===== src/rtl/cst_pkg.sv =====
// ----------------------------------------------------------------------------
// cst_pkg
// shared request and response types and codes for the scheduler tick engine
// ----------------------------------------------------------------------------
package cst_pkg;

  localparam logic KIND_LOAD = 1'b0;
  localparam logic KIND_TICK = 1'b1;

  localparam logic [2:0] MODE_FCFS     = 3'd0;
  localparam logic [2:0] MODE_RR       = 3'd1;
  localparam logic [2:0] MODE_SRTF     = 3'd2;
  localparam logic [2:0] MODE_SJF      = 3'd3;
  localparam logic [2:0] MODE_PRIO     = 3'd4;

  localparam logic [1:0] CFG_MODE      = 2'd0;
  localparam logic [1:0] CFG_SLICE     = 2'd1;

  typedef struct packed {
    logic        kind;
    logic [5:0]  proc_id;
    logic [7:0]  burst_len;
    logic [15:0] arrive_time;
    logic [7:0]  prio_level;
  } req_t;

  typedef struct packed {
    logic        accepted;
    logic [5:0]  running_id;
    logic        idle;
    logic        all_done;
    logic [15:0] tick_time;
  } rsp_t;

endpackage


===== src/rtl/cst_min_scan.sv =====
// ----------------------------------------------------------------------------
// cst_min_scan
// running minimum over table entries streamed one per cycle
// ----------------------------------------------------------------------------
module cst_min_scan #(
  parameter int SLOT_BITS = 5,
  parameter int KEY_BITS  = 8
) (
  input  logic                 clk,
  input  logic                 rst,
  input  logic                 clear,
  input  logic                 sample,
  input  logic [SLOT_BITS-1:0] cand_slot,
  input  logic [KEY_BITS-1:0]  cand_key,
  input  logic                 cand_started,
  input  logic                 cand_live,
  output logic                 best_valid,
  output logic [SLOT_BITS-1:0] best_slot
);

  logic [KEY_BITS-1:0] best_key;
  logic                best_started;
  logic                better;

  assign better = !best_valid || (cand_key < best_key) ||
                  ((cand_key == best_key) && !cand_started && best_started);

  always_ff @(posedge clk) begin
    if (rst) begin
      best_valid <= 1'b0;
    end else if (clear) begin
      best_valid <= 1'b0;
    end else if (sample && cand_live && better) begin
      best_valid <= 1'b1;
    end
  end

  always_ff @(posedge clk) begin
    if (sample && cand_live && better) begin
      best_key     <= cand_key;
      best_started <= cand_started;
      best_slot    <= cand_slot;
    end
  end

endmodule


===== src/rtl/cpu_scheduler_tick_engine_top.sv =====
// ----------------------------------------------------------------------------
// cpu_scheduler_tick_engine_top
// tick-driven cpu scheduler with fcfs, round robin, srtf, sjf and priority
// ----------------------------------------------------------------------------
// A load request passes through the done state and back to idle. A tick
// request admits arrived processes from the table and ends there if all
// work is done. Otherwise, in the minimum-search modes it makes one pass
// over the admitted part of the process table (one entry read per cycle;
// sjf skips the pass while its last process still runs), or in the queue
// modes it skips finished queue heads; it then runs or idles one time step
// and makes a second admit pass. Each admit pass stops at a process not
// yet arrived. The process table memory has a single read port. A response
// that waits for the receiver holds off the next request.
module cpu_scheduler_tick_engine_top #(
  parameter int MAX_PROCS  = 32,
  parameter int BURST_BITS = 8,
  parameter int TIME_BITS  = 16
) (
  input  logic         clk,
  input  logic         rst,
  input  logic         in_valid,
  output logic         in_ready,
  input  cst_pkg::req_t in_data,
  output logic         out_valid,
  input  logic         out_ready,
  output cst_pkg::rsp_t out_data,
  input  logic         cfg_valid,
  output logic         cfg_ready,
  input  logic [1:0]   cfg_index,
  input  logic [7:0]   cfg_data
);

  localparam int SW = (MAX_PROCS > 1) ? $clog2(MAX_PROCS) : 1;
  localparam int CW = $clog2(MAX_PROCS + 1);
  localparam int KW = (BURST_BITS > 8) ? BURST_BITS : 8;

  localparam logic [3:0] S_IDLE  = 4'd0;
  localparam logic [3:0] S_ADM   = 4'd1;
  localparam logic [3:0] S_ADMW  = 4'd2;
  localparam logic [3:0] S_CHK   = 4'd3;
  localparam logic [3:0] S_FQ    = 4'd4;
  localparam logic [3:0] S_FQW   = 4'd5;
  localparam logic [3:0] S_FTW   = 4'd6;
  localparam logic [3:0] S_SCAN  = 4'd7;
  localparam logic [3:0] S_RD    = 4'd8;
  localparam logic [3:0] S_RUN   = 4'd9;
  localparam logic [3:0] S_NORUN = 4'd10;
  localparam logic [3:0] S_PUSH  = 4'd11;
  localparam logic [3:0] S_DONE  = 4'd12;

  typedef struct packed {
    logic [5:0]            id;
    logic [BURST_BITS-1:0] rem;
    logic [TIME_BITS-1:0]  arr;
    logic [7:0]            prio;
    logic                  started;
  } entry_t;

  entry_t tbl_mem [MAX_PROCS];
  entry_t tbl_rd;
  entry_t tbl_wd;
  logic   tbl_re, tbl_we;
  logic [SW-1:0] tbl_ra, tbl_wa;

  logic [SW-1:0] q_mem [MAX_PROCS];
  logic [SW-1:0] q_rd;
  logic          q_re, q_we;
  logic [SW-1:0] q_ra, q_wa, q_wd;

  logic [3:0]           state;
  logic                 phase;
  logic [2:0]           sched_mode;
  logic [7:0]           time_slice;
  logic [SW-1:0]        head;
  logic [CW-1:0]        count;
  logic [CW-1:0]        loaded_count;
  logic [CW-1:0]        live_count;
  logic [CW-1:0]        admit_ptr;
  logic [TIME_BITS-1:0] time_now;
  logic [7:0]           slice_used;
  logic                 run_valid;
  logic [SW-1:0]        run_slot;
  logic [SW-1:0]        slot;
  logic                 rotate;
  logic [CW-1:0]        scan_idx;
  logic                 pend;
  logic [SW-1:0]        pend_idx;
  cst_pkg::rsp_t        res;

  logic                 fifo, by_prio, adm_more, scan_more, adm_push;
  logic [SW:0]          tail_sum;
  logic [SW-1:0]        tail, head_inc;
  logic [BURST_BITS-1:0] rem_dec;
  logic [7:0]           slice_inc, lim;
  logic                 best_valid, scan_clear;
  logic [SW-1:0]        best_slot;
  logic [KW-1:0]        cand_key;
  logic                 accept_in;

  assign in_ready  = (state == S_IDLE);
  assign cfg_ready = 1'b1;
  assign accept_in = in_valid && in_ready;

  assign fifo = (sched_mode == cst_pkg::MODE_FCFS) || (sched_mode == cst_pkg::MODE_RR) ||
                (sched_mode > cst_pkg::MODE_PRIO);
  assign by_prio   = (sched_mode == cst_pkg::MODE_PRIO);
  assign adm_more  = (admit_ptr < loaded_count);
  assign scan_more = (scan_idx < admit_ptr);
  assign adm_push  = (tbl_rd.arr <= time_now) && (tbl_rd.rem != '0) &&
                     (count < CW'(MAX_PROCS));
  assign tail_sum  = (SW+1)'(head) + (SW+1)'(count);
  assign tail      = (tail_sum >= (SW+1)'(MAX_PROCS)) ?
                     SW'(tail_sum - (SW+1)'(MAX_PROCS)) : SW'(tail_sum);
  assign head_inc  = (head == SW'(MAX_PROCS - 1)) ? '0 : head + 1'b1;
  assign rem_dec   = tbl_rd.rem - 1'b1;
  assign slice_inc = (slice_used < 8'd255) ? slice_used + 8'd1 : slice_used;
  assign lim       = (time_slice == 8'd0) ? 8'd1 : time_slice;
  assign cand_key  = by_prio ? KW'(tbl_rd.prio) : KW'(tbl_rd.rem);
  assign scan_clear = (state == S_CHK);

  cst_min_scan #(
    .SLOT_BITS (SW),
    .KEY_BITS  (KW)
  ) u_scan (
    .clk          (clk),
    .rst          (rst),
    .clear        (scan_clear),
    .sample       (pend),
    .cand_slot    (pend_idx),
    .cand_key     (cand_key),
    .cand_started (tbl_rd.started),
    .cand_live    (tbl_rd.rem != '0),
    .best_valid   (best_valid),
    .best_slot    (best_slot)
  );

  // memory port selection
  always_comb begin
    tbl_re = 1'b0;
    tbl_ra = admit_ptr[SW-1:0];
    tbl_we = 1'b0;
    tbl_wa = slot;
    tbl_wd = tbl_rd;
    q_re   = 1'b0;
    q_ra   = head;
    q_we   = 1'b0;
    q_wa   = tail;
    q_wd   = slot;
    case (state)
      S_IDLE: begin
        tbl_we = accept_in && (in_data.kind == cst_pkg::KIND_LOAD) &&
                 (loaded_count < CW'(MAX_PROCS));
        tbl_wa = loaded_count[SW-1:0];
        tbl_wd.id      = in_data.proc_id;
        tbl_wd.rem     = BURST_BITS'(in_data.burst_len);
        tbl_wd.arr     = TIME_BITS'(in_data.arrive_time);
        tbl_wd.prio    = in_data.prio_level;
        tbl_wd.started = 1'b0;
      end
      S_ADM: begin
        tbl_re = adm_more;
      end
      S_ADMW: begin
        q_we = adm_push;
        q_wd = admit_ptr[SW-1:0];
      end
      S_FQ: begin
        q_re = (count != '0);
      end
      S_FQW: begin
        tbl_re = 1'b1;
        tbl_ra = q_rd;
      end
      S_SCAN: begin
        tbl_re = scan_more;
        tbl_ra = scan_idx[SW-1:0];
      end
      S_RD: begin
        tbl_re = 1'b1;
        tbl_ra = slot;
      end
      S_RUN: begin
        tbl_we = 1'b1;
        tbl_wd.rem     = rem_dec;
        tbl_wd.started = 1'b1;
      end
      S_PUSH: begin
        q_we = rotate && (count < CW'(MAX_PROCS));
      end
      default: begin
      end
    endcase
  end

  always_ff @(posedge clk) begin
    if (tbl_we) begin
      tbl_mem[tbl_wa] <= tbl_wd;
    end
    if (tbl_re) begin
      tbl_rd <= tbl_mem[tbl_ra];
    end
  end

  always_ff @(posedge clk) begin
    if (q_we) begin
      q_mem[q_wa] <= q_wd;
    end
    if (q_re) begin
      q_rd <= q_mem[q_ra];
    end
  end

  always_ff @(posedge clk) begin
    if (rst) begin
      sched_mode <= cst_pkg::MODE_FCFS;
      time_slice <= 8'd1;
    end else if (cfg_valid && cfg_ready) begin
      if (cfg_index == cst_pkg::CFG_MODE) begin
        sched_mode <= cfg_data[2:0];
      end else if (cfg_index == cst_pkg::CFG_SLICE) begin
        time_slice <= cfg_data;
      end
    end
  end

  always_ff @(posedge clk) begin
    if (rst) begin
      state        <= S_IDLE;
      phase        <= 1'b0;
      head         <= '0;
      count        <= '0;
      loaded_count <= '0;
      live_count   <= '0;
      admit_ptr    <= '0;
      time_now     <= '0;
      slice_used   <= '0;
      run_valid    <= 1'b0;
      rotate       <= 1'b0;
      pend         <= 1'b0;
      out_valid    <= 1'b0;
    end else begin
      if (state == S_DONE && (!out_valid || out_ready)) begin
        out_valid <= 1'b1;
      end else if (out_valid && out_ready) begin
        out_valid <= 1'b0;
      end
      case (state)
        S_IDLE: begin
          if (accept_in) begin
            res.accepted   <= (in_data.kind == cst_pkg::KIND_TICK) ||
                              (loaded_count < CW'(MAX_PROCS));
            res.running_id <= '0;
            res.idle       <= 1'b0;
            res.all_done   <= 1'b0;
            res.tick_time  <= '0;
            phase     <= 1'b0;
            rotate    <= 1'b0;
            if (in_data.kind == cst_pkg::KIND_LOAD) begin
              state <= S_DONE;
              if (loaded_count < CW'(MAX_PROCS)) begin
                if (loaded_count == '0) begin
                  time_now <= TIME_BITS'(in_data.arrive_time);
                end
                loaded_count <= loaded_count + 1'b1;
                if (BURST_BITS'(in_data.burst_len) != '0) begin
                  live_count <= live_count + 1'b1;
                end
              end
            end else begin
              state <= S_ADM;
            end
          end
        end
        S_ADM: begin
          if (adm_more) begin
            state <= S_ADMW;
          end else begin
            state <= phase ? S_PUSH : S_CHK;
          end
        end
        S_ADMW: begin
          if (tbl_rd.arr <= time_now) begin
            admit_ptr <= admit_ptr + 1'b1;
            if (adm_push) begin
              count <= count + 1'b1;
            end
            state <= S_ADM;
          end else begin
            state <= phase ? S_PUSH : S_CHK;
          end
        end
        S_CHK: begin
          scan_idx <= '0;
          pend     <= 1'b0;
          if (live_count == '0) begin
            res.all_done  <= 1'b1;
            res.tick_time <= 16'(time_now);
            state         <= S_DONE;
          end else if (fifo) begin
            state <= S_FQ;
          end else if ((sched_mode == cst_pkg::MODE_SJF) && run_valid) begin
            slot  <= run_slot;
            state <= S_RD;
          end else begin
            state <= S_SCAN;
          end
        end
        S_FQ: begin
          state <= (count != '0) ? S_FQW : S_NORUN;
        end
        S_FQW: begin
          slot  <= q_rd;
          state <= S_FTW;
        end
        S_FTW: begin
          if (tbl_rd.rem == '0) begin
            head       <= head_inc;
            count      <= count - 1'b1;
            slice_used <= '0;
            state      <= S_FQ;
          end else begin
            state <= S_RUN;
          end
        end
        S_SCAN: begin
          pend     <= scan_more;
          pend_idx <= scan_idx[SW-1:0];
          if (scan_more) begin
            scan_idx <= scan_idx + 1'b1;
          end else if (!pend) begin
            if (best_valid) begin
              slot  <= best_slot;
              state <= S_RD;
            end else begin
              state <= S_NORUN;
            end
          end
        end
        S_RD: begin
          state <= S_RUN;
        end
        S_RUN: begin
          res.running_id <= tbl_rd.id;
          res.tick_time  <= 16'(time_now);
          run_valid      <= (rem_dec != '0);
          run_slot       <= slot;
          if (rem_dec == '0) begin
            live_count <= live_count - 1'b1;
          end
          if (fifo) begin
            if (rem_dec == '0) begin
              head       <= head_inc;
              count      <= count - 1'b1;
              slice_used <= '0;
            end else if ((sched_mode == cst_pkg::MODE_RR) && (slice_inc >= lim)) begin
              head       <= head_inc;
              count      <= count - 1'b1;
              slice_used <= '0;
              rotate     <= 1'b1;
            end else begin
              slice_used <= slice_inc;
            end
          end
          time_now <= time_now + 1'b1;
          phase    <= 1'b1;
          state    <= S_ADM;
        end
        S_NORUN: begin
          res.idle      <= 1'b1;
          res.tick_time <= 16'(time_now);
          run_valid     <= 1'b0;
          time_now      <= time_now + 1'b1;
          phase         <= 1'b1;
          state         <= S_ADM;
        end
        S_PUSH: begin
          if (q_we) begin
            count <= count + 1'b1;
          end
          state <= S_DONE;
        end
        S_DONE: begin
          if (!out_valid || out_ready) begin
            state <= S_IDLE;
          end
        end
        default: begin
          state <= S_IDLE;
        end
      endcase
    end
  end

  always_ff @(posedge clk) begin
    if (state == S_DONE && (!out_valid || out_ready)) begin
      out_data <= res;
    end
  end

`ifndef ASSERT_OFF
  a_count_bound: assert property (@(posedge clk) disable iff (rst)
    count <= CW'(MAX_PROCS)) else $error("ready queue overflow");
  a_admit_bound: assert property (@(posedge clk) disable iff (rst)
    admit_ptr <= loaded_count) else $error("admit pointer past loaded count");
  a_live_bound: assert property (@(posedge clk) disable iff (rst)
    live_count <= loaded_count) else $error("live count past loaded count");
  a_run_live: assert property (@(posedge clk) disable iff (rst)
    state == S_RUN |-> tbl_rd.rem != '0) else $error("picked a finished process");
`endif

endmodule

===== config.mk =====
export PLATFORM = sky130hd
export DESIGN_NAME = cpu_scheduler_tick_engine_top
export DESIGN_NICKNAME = d
export VERILOG_FILES = /design/src/rtl/cst_pkg.sv /design/src/rtl/cst_min_scan.sv /design/src/rtl/cpu_scheduler_tick_engine_top.sv
export SDC_FILE = /design/constraint.sdc
export NUM_CORES = 2
export LEC_CHECK = 0
export BUFFER_PORTS_ARGS = -buffer_cell sky130_fd_sc_hd__buf_2
export CAP_MARGIN = 20
export CORE_MARGIN = 2
export CORE_UTILIZATION = 35
export CTS_CLUSTER_SIZE = 24
export DETAILED_ROUTE_END_ITERATION = 12
export PLACE_DENSITY_LB_ADDON = 0.08
export SLEW_MARGIN = 20
export SYNTH_ARGS = -nofsm -noshare
export SYNTH_HDL_FRONTEND = slang
export SYNTH_HIERARCHICAL = 1
export SYNTH_SLANG_ARGS = --single-unit

===== constraint.sdc =====
create_clock -name clk -period 11.35 [get_ports clk]
set_input_delay 2.27 -clock clk [delete_from_list [all_inputs] [get_ports clk]]
set_output_delay 2.27 -clock clk [all_outputs]
set_load 0.03 [all_outputs]

Word level (Yosys, flattened, before mapping)
Memory sizes are Yosys's and may differ from the RTL's. A register that Yosys moved wholly into a read port is not among the register bits.
Cells that the tools add are included.
{ "word_totals": {"reg_bits": 159, "ramBits": 1408, "inputBits": 54, "out_inout_bits": 28, "word_cells": 261, "mem_count": 2} }
{ "op_classes": {"add_sub_neg": 13, "n_lt_le_gt_ge": 10, "eq_ne": 41, "muxes": 89, "bitwise_logic": 3, "n_reduce_logical": 70} }
{ "mem_list": {"columns": ["memory", "words", "width", "rd", "rd_ports_with_merged_regs", "wr", "line", "text"], "rows": [
  ["tbl_mem", 32, 39, 1, 1, 1, "cpu_scheduler_tick_engine_top.sv:59", "entry_t tbl_mem [MAX_PROCS];"],
  ["q_mem", 32, 5, 1, 1, 1, "cpu_scheduler_tick_engine_top.sv:65", "logic [SW-1:0] q_mem [MAX_PROCS];"]
]} }
{ "ops": {"columns": ["operator", "n"], "rows": [
  ["6-bit 2-to-1 mux", 14],
  ["5-bit 2-to-1 mux", 14],
  ["16-bit 2-to-1 mux", 4],
  ["8-bit 2-to-1 mux", 7],
  ["4-bit 2-to-1 mux", 13],
  ["24-bit 2-to-1 mux", 2],
  ["16-bit one-hot mux with 3 select lines", 1],
  ["4-bit one-hot mux with 12 select lines", 1],
  ["6-bit one-hot mux with 2 select lines", 3],
  ["16-bit one-hot mux with 2 select lines", 1],
  ["8-bit one-hot mux with 2 select lines", 2],
  ["6-bit by 1-bit adder with 6-bit output, second input constant", 5],
  ["2-bit != test, second input constant", 15],
  ["5-bit one-hot mux with 3 select lines", 2],
  ["8-bit zero test", 3],
  ["6-bit one-hot mux with 4 select lines", 1],
  ["8-bit nonzero test", 3],
  ["4-bit == test, second input constant", 5],
  ["4-bit AND reduction", 5],
  ["1-bit one-hot mux with 2 select lines", 9],
  ["3-bit AND reduction", 6],
  ["17-bit 2-to-1 mux", 1],
  ["16-bit by 1-bit adder with 16-bit output, second input constant", 1],
  ["4-bit by 3-bit == test with 1-bit output, second input constant", 4],
  ["46 further kinds", 104]
]} }

Logic depth before layout (Yosys ltp)
{ "logic_depth": {"word_depth": 8, "depth_mapped": 14, "ltp_nobuf": 13} }

Hierarchy
The synthesis kept the hierarchy.
{ "modules_own_cells": {"columns": ["mod", "n_inst", "cells_each", "area_each_um2", "seq_area_each_um2"], "rows": [
  ["cpu_scheduler_tick_engine_top", 1, 4509, 65109.9, 47195.3],
  ["cst_min_scan", 1, 48, 689.4, 440.4]
]} }

Worst setup path before layout
No wires, ideal clock.
{ "synth_timing": {"kind": "input to register", "from": "input port in_data[38] in the netlist's numbering", "to": "memory tbl_mem[0][0] in the netlist's numbering (enable)", "setup_time_ps": 435, "t_arrival_ps": 4629, "required_time_ps": 10915, "setup_slack_ps": 6285, "stages": 5, "path_buffers": 0, "path_cell_list": "nor2_1 -> nand3_1 -> a21boi_0 -> nand2_1 -> nor2_1"} }
{ "synth_between": {"elab_chain_cells": 6} }
{ "synth_lines": {"columns": ["element", "line", "text"], "rows": [
  ["start: declaration", "cpu_scheduler_tick_engine_top.sv:23", "input cst_pkg::req_t in_data,"],
  ["1-bit inverter (no line)", null, null],
  ["1-bit logical AND (2 in series)", "cpu_scheduler_tick_engine_top.sv:151", "tbl_we = accept_in && (in_data.kind == cst_pkg::KIND_LOAD) &&"],
  ["1-bit one-hot mux with 2 select lines", "cpu_scheduler_tick_engine_top.sv:149", "case (state)"],
  ["1-bit 2-to-1 mux", "cpu_scheduler_tick_engine_top.sv:196", "if (tbl_we) begin"],
  ["1-bit 2-to-1 mux (implied by the code)", "cpu_scheduler_tick_engine_top.sv:197", "tbl_mem[tbl_wa] <= tbl_wd;"],
  ["end: declaration", "cpu_scheduler_tick_engine_top.sv:59", null]
]} }
No other way between the ends.

Final worst setup path
{ "layout_timing": {"from": "register state[2]", "to": "memory tbl_mem[13][32] in the netlist's numbering (enable)"} }
{ "layout_between": {"elab_chain_cells": 7, "elab_cells_between_ends": 9, "classes_between": "1 x eq/ne; 4 x mux; 4 x reduce/logical"} }
{ "layout_lines": {"columns": ["element", "line", "text"], "rows": [
  ["start: declaration", "cpu_scheduler_tick_engine_top.sv:70", "logic [3:0] state;"],
  ["start signal: assignment", "cpu_scheduler_tick_engine_top.sv:278", "state <= phase ? S_PUSH : S_CHK;"],
  ["start signal: assignment", "cpu_scheduler_tick_engine_top.sv:289", "state <= phase ? S_PUSH : S_CHK;"],
  ["start signal: assignment", "cpu_scheduler_tick_engine_top.sv:309", "state <= (count != '0) ? S_FQW : S_NORUN;"],
  ["4-bit zero test", "cpu_scheduler_tick_engine_top.sv:100, cpu_scheduler_tick_engine_top.sv:149", null],
  ["1-bit logical AND", "cpu_scheduler_tick_engine_top.sv:102", "assign accept_in = in_valid && in_ready;"],
  ["1-bit logical AND (2 in series)", "cpu_scheduler_tick_engine_top.sv:151", null],
  ["1-bit one-hot mux with 2 select lines", "cpu_scheduler_tick_engine_top.sv:149", null],
  ["1-bit 2-to-1 mux", "cpu_scheduler_tick_engine_top.sv:196", null],
  ["1-bit 2-to-1 mux (implied by the code)", "cpu_scheduler_tick_engine_top.sv:197", null]
]} }
Several ways; a longest one is shown, not always the timed one.

==> out/qor.txt <==
async set-reset flop share out of synthesis - 0
Synth Area in Simple Gates - 0.1010
Root Buffer - clkbuf_16
RSZ-0062 raised after global routing - false
yosys warns - 6
Netlist cell types - 96
Die X-Extent - 437.6 um
H-tree depth - 4
Final ANT Viol Nets - 0
number of max-cap violations - 0
final period utilization - 0.4576
core box area - 0.1872 mm2
Fin Setup TNS - 0 ns
Top Ports - 82
clk_skew - 0.03048 ns
mux contribution to synthesized area - 0.07041
Synth Area in Compound Gates - 0.06479
drt drc - 0
Synth Area per Inst - 14.44 um2
NumNets Final - 4786
post-route minimum period - 5.194 ns
Mapped Cells - 4557
GP Congestion - 0.7997
CTS Buf Count - 178
Seq cells post-synth - 1611
die area - 0.1915 mm2
number of global-route vias before repair - 38080
Clock Path Buffers - 3
final WL - 203000 um
syn nets - 4678
f_max - 192.5 MHz
final setup vio count - 0
Initial DRC Count - 3770
Post-CTS Repair Setup Buffers - 0
Overall Global Routing Usage - 0.2097
Startpoint Class - flip-flop
via count - 39000
CTS tree - yes
nature of the critical path endpoint - flip-flop
Tightest Pin Transition - 1.240 ns
status - completed
antenna violations before repair - 4
r2r setup slk - 6.16 ns
Setup Crit Path Kind - reg2reg
CP arrival - 5.64 ns
Tot Pwr - 0.01763 W
Placed Area - 0.06944 mm2
Commonest cells post-synth - edfxtp_1, nand2_1, mux2i_1
Port Buffers - 80
Worst-Skew Late Latency - 0.82 ns
pwr/cell area - 235.1 mW/mm2
number of synthesized flops with an enable pin - 1537
Rel. slew slack - 0.1735
largest cells by area after synthesis - edfxtp_1, mux2i_1, nand2_1, dfxtp_1, mux4_2
Final Hold Viols - 0
CTS Hold Buffers Added - 0
largest net degree at the start of global routing - 158
P_leak - 25.14 nW
dpl ws - 5.454 ns
Final Util - 0.4007
register area share after synthesis - 0.7240
Post-Synth XOR/XNOR Area - 0.004259
starting density of the core - 0.3515
layout cells sized above 1 - 0.1250
worst-path fanout max - 47
top-count cell post-synth - edfxtp_1
largest family of logic cells by synthesized area - simple AND/OR/NAND/NOR gates
vias per inst - 5.341
ys flop type - edfxtp_1
detailed-placement wirelength estimate - 119800 um
row cnt - 159
worst vdd ir - 143.7 uV
router iterations before antenna repair - 5
CTS Sinks - 1611
post-synthesis instance area - 0.06580 mm2
first-pass GRT wire length - 288200 um
data required time of the worst path - 11.79 ns
fin area - 0.07502 mm2
Synth top area share - 0.7014
P&R area growth vs syn - 14.01%
gr ovfl total - 0
number of gates resized after cts - 0
chip height - 437.6 um
area leader, netlist - edfxtp_1
Adder-Cell Fraction of Synth Area - 0.01308
Final Max Tran Viols - 0
Min-Delay Path Class - reg2reg
Final WS setup - 6.156 ns
post-DR wirelength/cell - 27.80 um
clock slew seen by the registers of the worst setup and hold paths - 0.06 ns
==> layer usage <==
layer	routed length, um	vias to the layer above	global-route usage	part of all wire
met2	97870	1051	0.3466	0.48
met3	9915	223	0.03159	0.049
met4	3635	0	0.04594	0.018
li1	-	17580	-	-
met5	0	-	0	0
met1	91570	20150	0.2918	0.45
==> kinds of logic after synthesis <==
| logic type | Yosys count |
|---|---|
| flops | 1611 |
| simple gates | 1547 |
| compound gates | 573 |
| mux | 398 |
| buf+inv | 328 |
| fa+ha+maj | 67 |
| xor+xnor | 32 |
| other cells | 1 |
==> final timing paths <==
path                                                  end                   from  cells after the start
worst max-delay path            tbl_mem[13][32]$_DFFE_PP_  state[2]$_SDFFE_PP0P_                      8
worst min-delay path                out_data[6]$_DFFE_PP_   res[6]$_SDFFCE_PN0P_                      0
worst max register to register  tbl_mem[13][32]$_DFFE_PP_  state[2]$_SDFFE_PP0P_                      8
worst min register to register      out_data[6]$_DFFE_PP_   res[6]$_SDFFCE_PN0P_                      0
==> power breakdown <==
part,switching [W],internal (W)
clock network,0.00235,0.00319
logic,0.00312,0.000934
registers,0.000198,0.00784
total,0.00567,0.0120
==> sequential cells by signal, indices dropped and copies added (netlist names), 6 cells and up <==
name / cells
u_scan/best_key: 8
res: 25
slice_used: 8
admit_ptr: 6
out_data: 25
q_mem: 160
tbl_rd: 39
scan_idx: 6
time_slice: 8
loaded_count: 6
live_count: 6
time_now: 16
tbl_mem: 1248
count: 6
==> worst max-delay path, stage by stage (launching register included) <==
cell      delay (ns)
dfxtp_1         0.95
or4_4           0.27
buf_4           0.63
nor2_1          0.09
a21oi_1         0.26
a21boi_0        0.31
nand2_1         0.62
nor2_4          0.97
buf_4           0.62
==> final cells by class <==
type                            count  area, um2
Antenna cell                        1      2.502
Clock buffer                      232       4805
Clock inverter                     90      703.2
Fill cell                       17280     112200
Inverter                           65      245.2
Multi-Input combinational cell   2618      17170
Sequential cell                  1611      47640
Tap cell                         2495       3122
Timing Repair Buffer              191       1329
==> layout by cell type, fill, tap and decap left out, types with 80 or more instances in the layout <==
master and count:
a31oi_1 80, nand2_1 812, clkbuf_16 184, nor2_1 255, nand3_1 218, a21oi_1 86
a32oi_1 117, edfxtp_1 1537, mux2i_1 332, buf_4 105
==> stage by stage <==
| stage | instances | hold WS (ns) |
|---|---|---|
| floorplan | 4557 | 0.4003 |
| CTS | 7300 | 0.4180 |
| detailed placement | 6978 | 0.4045 |
| finish | 7303 | 0.4161 |
| global placement | 6976 | 0.4024 |
| global route | 7302 | 0.4269 |
(Power assumes the default switching activity.)
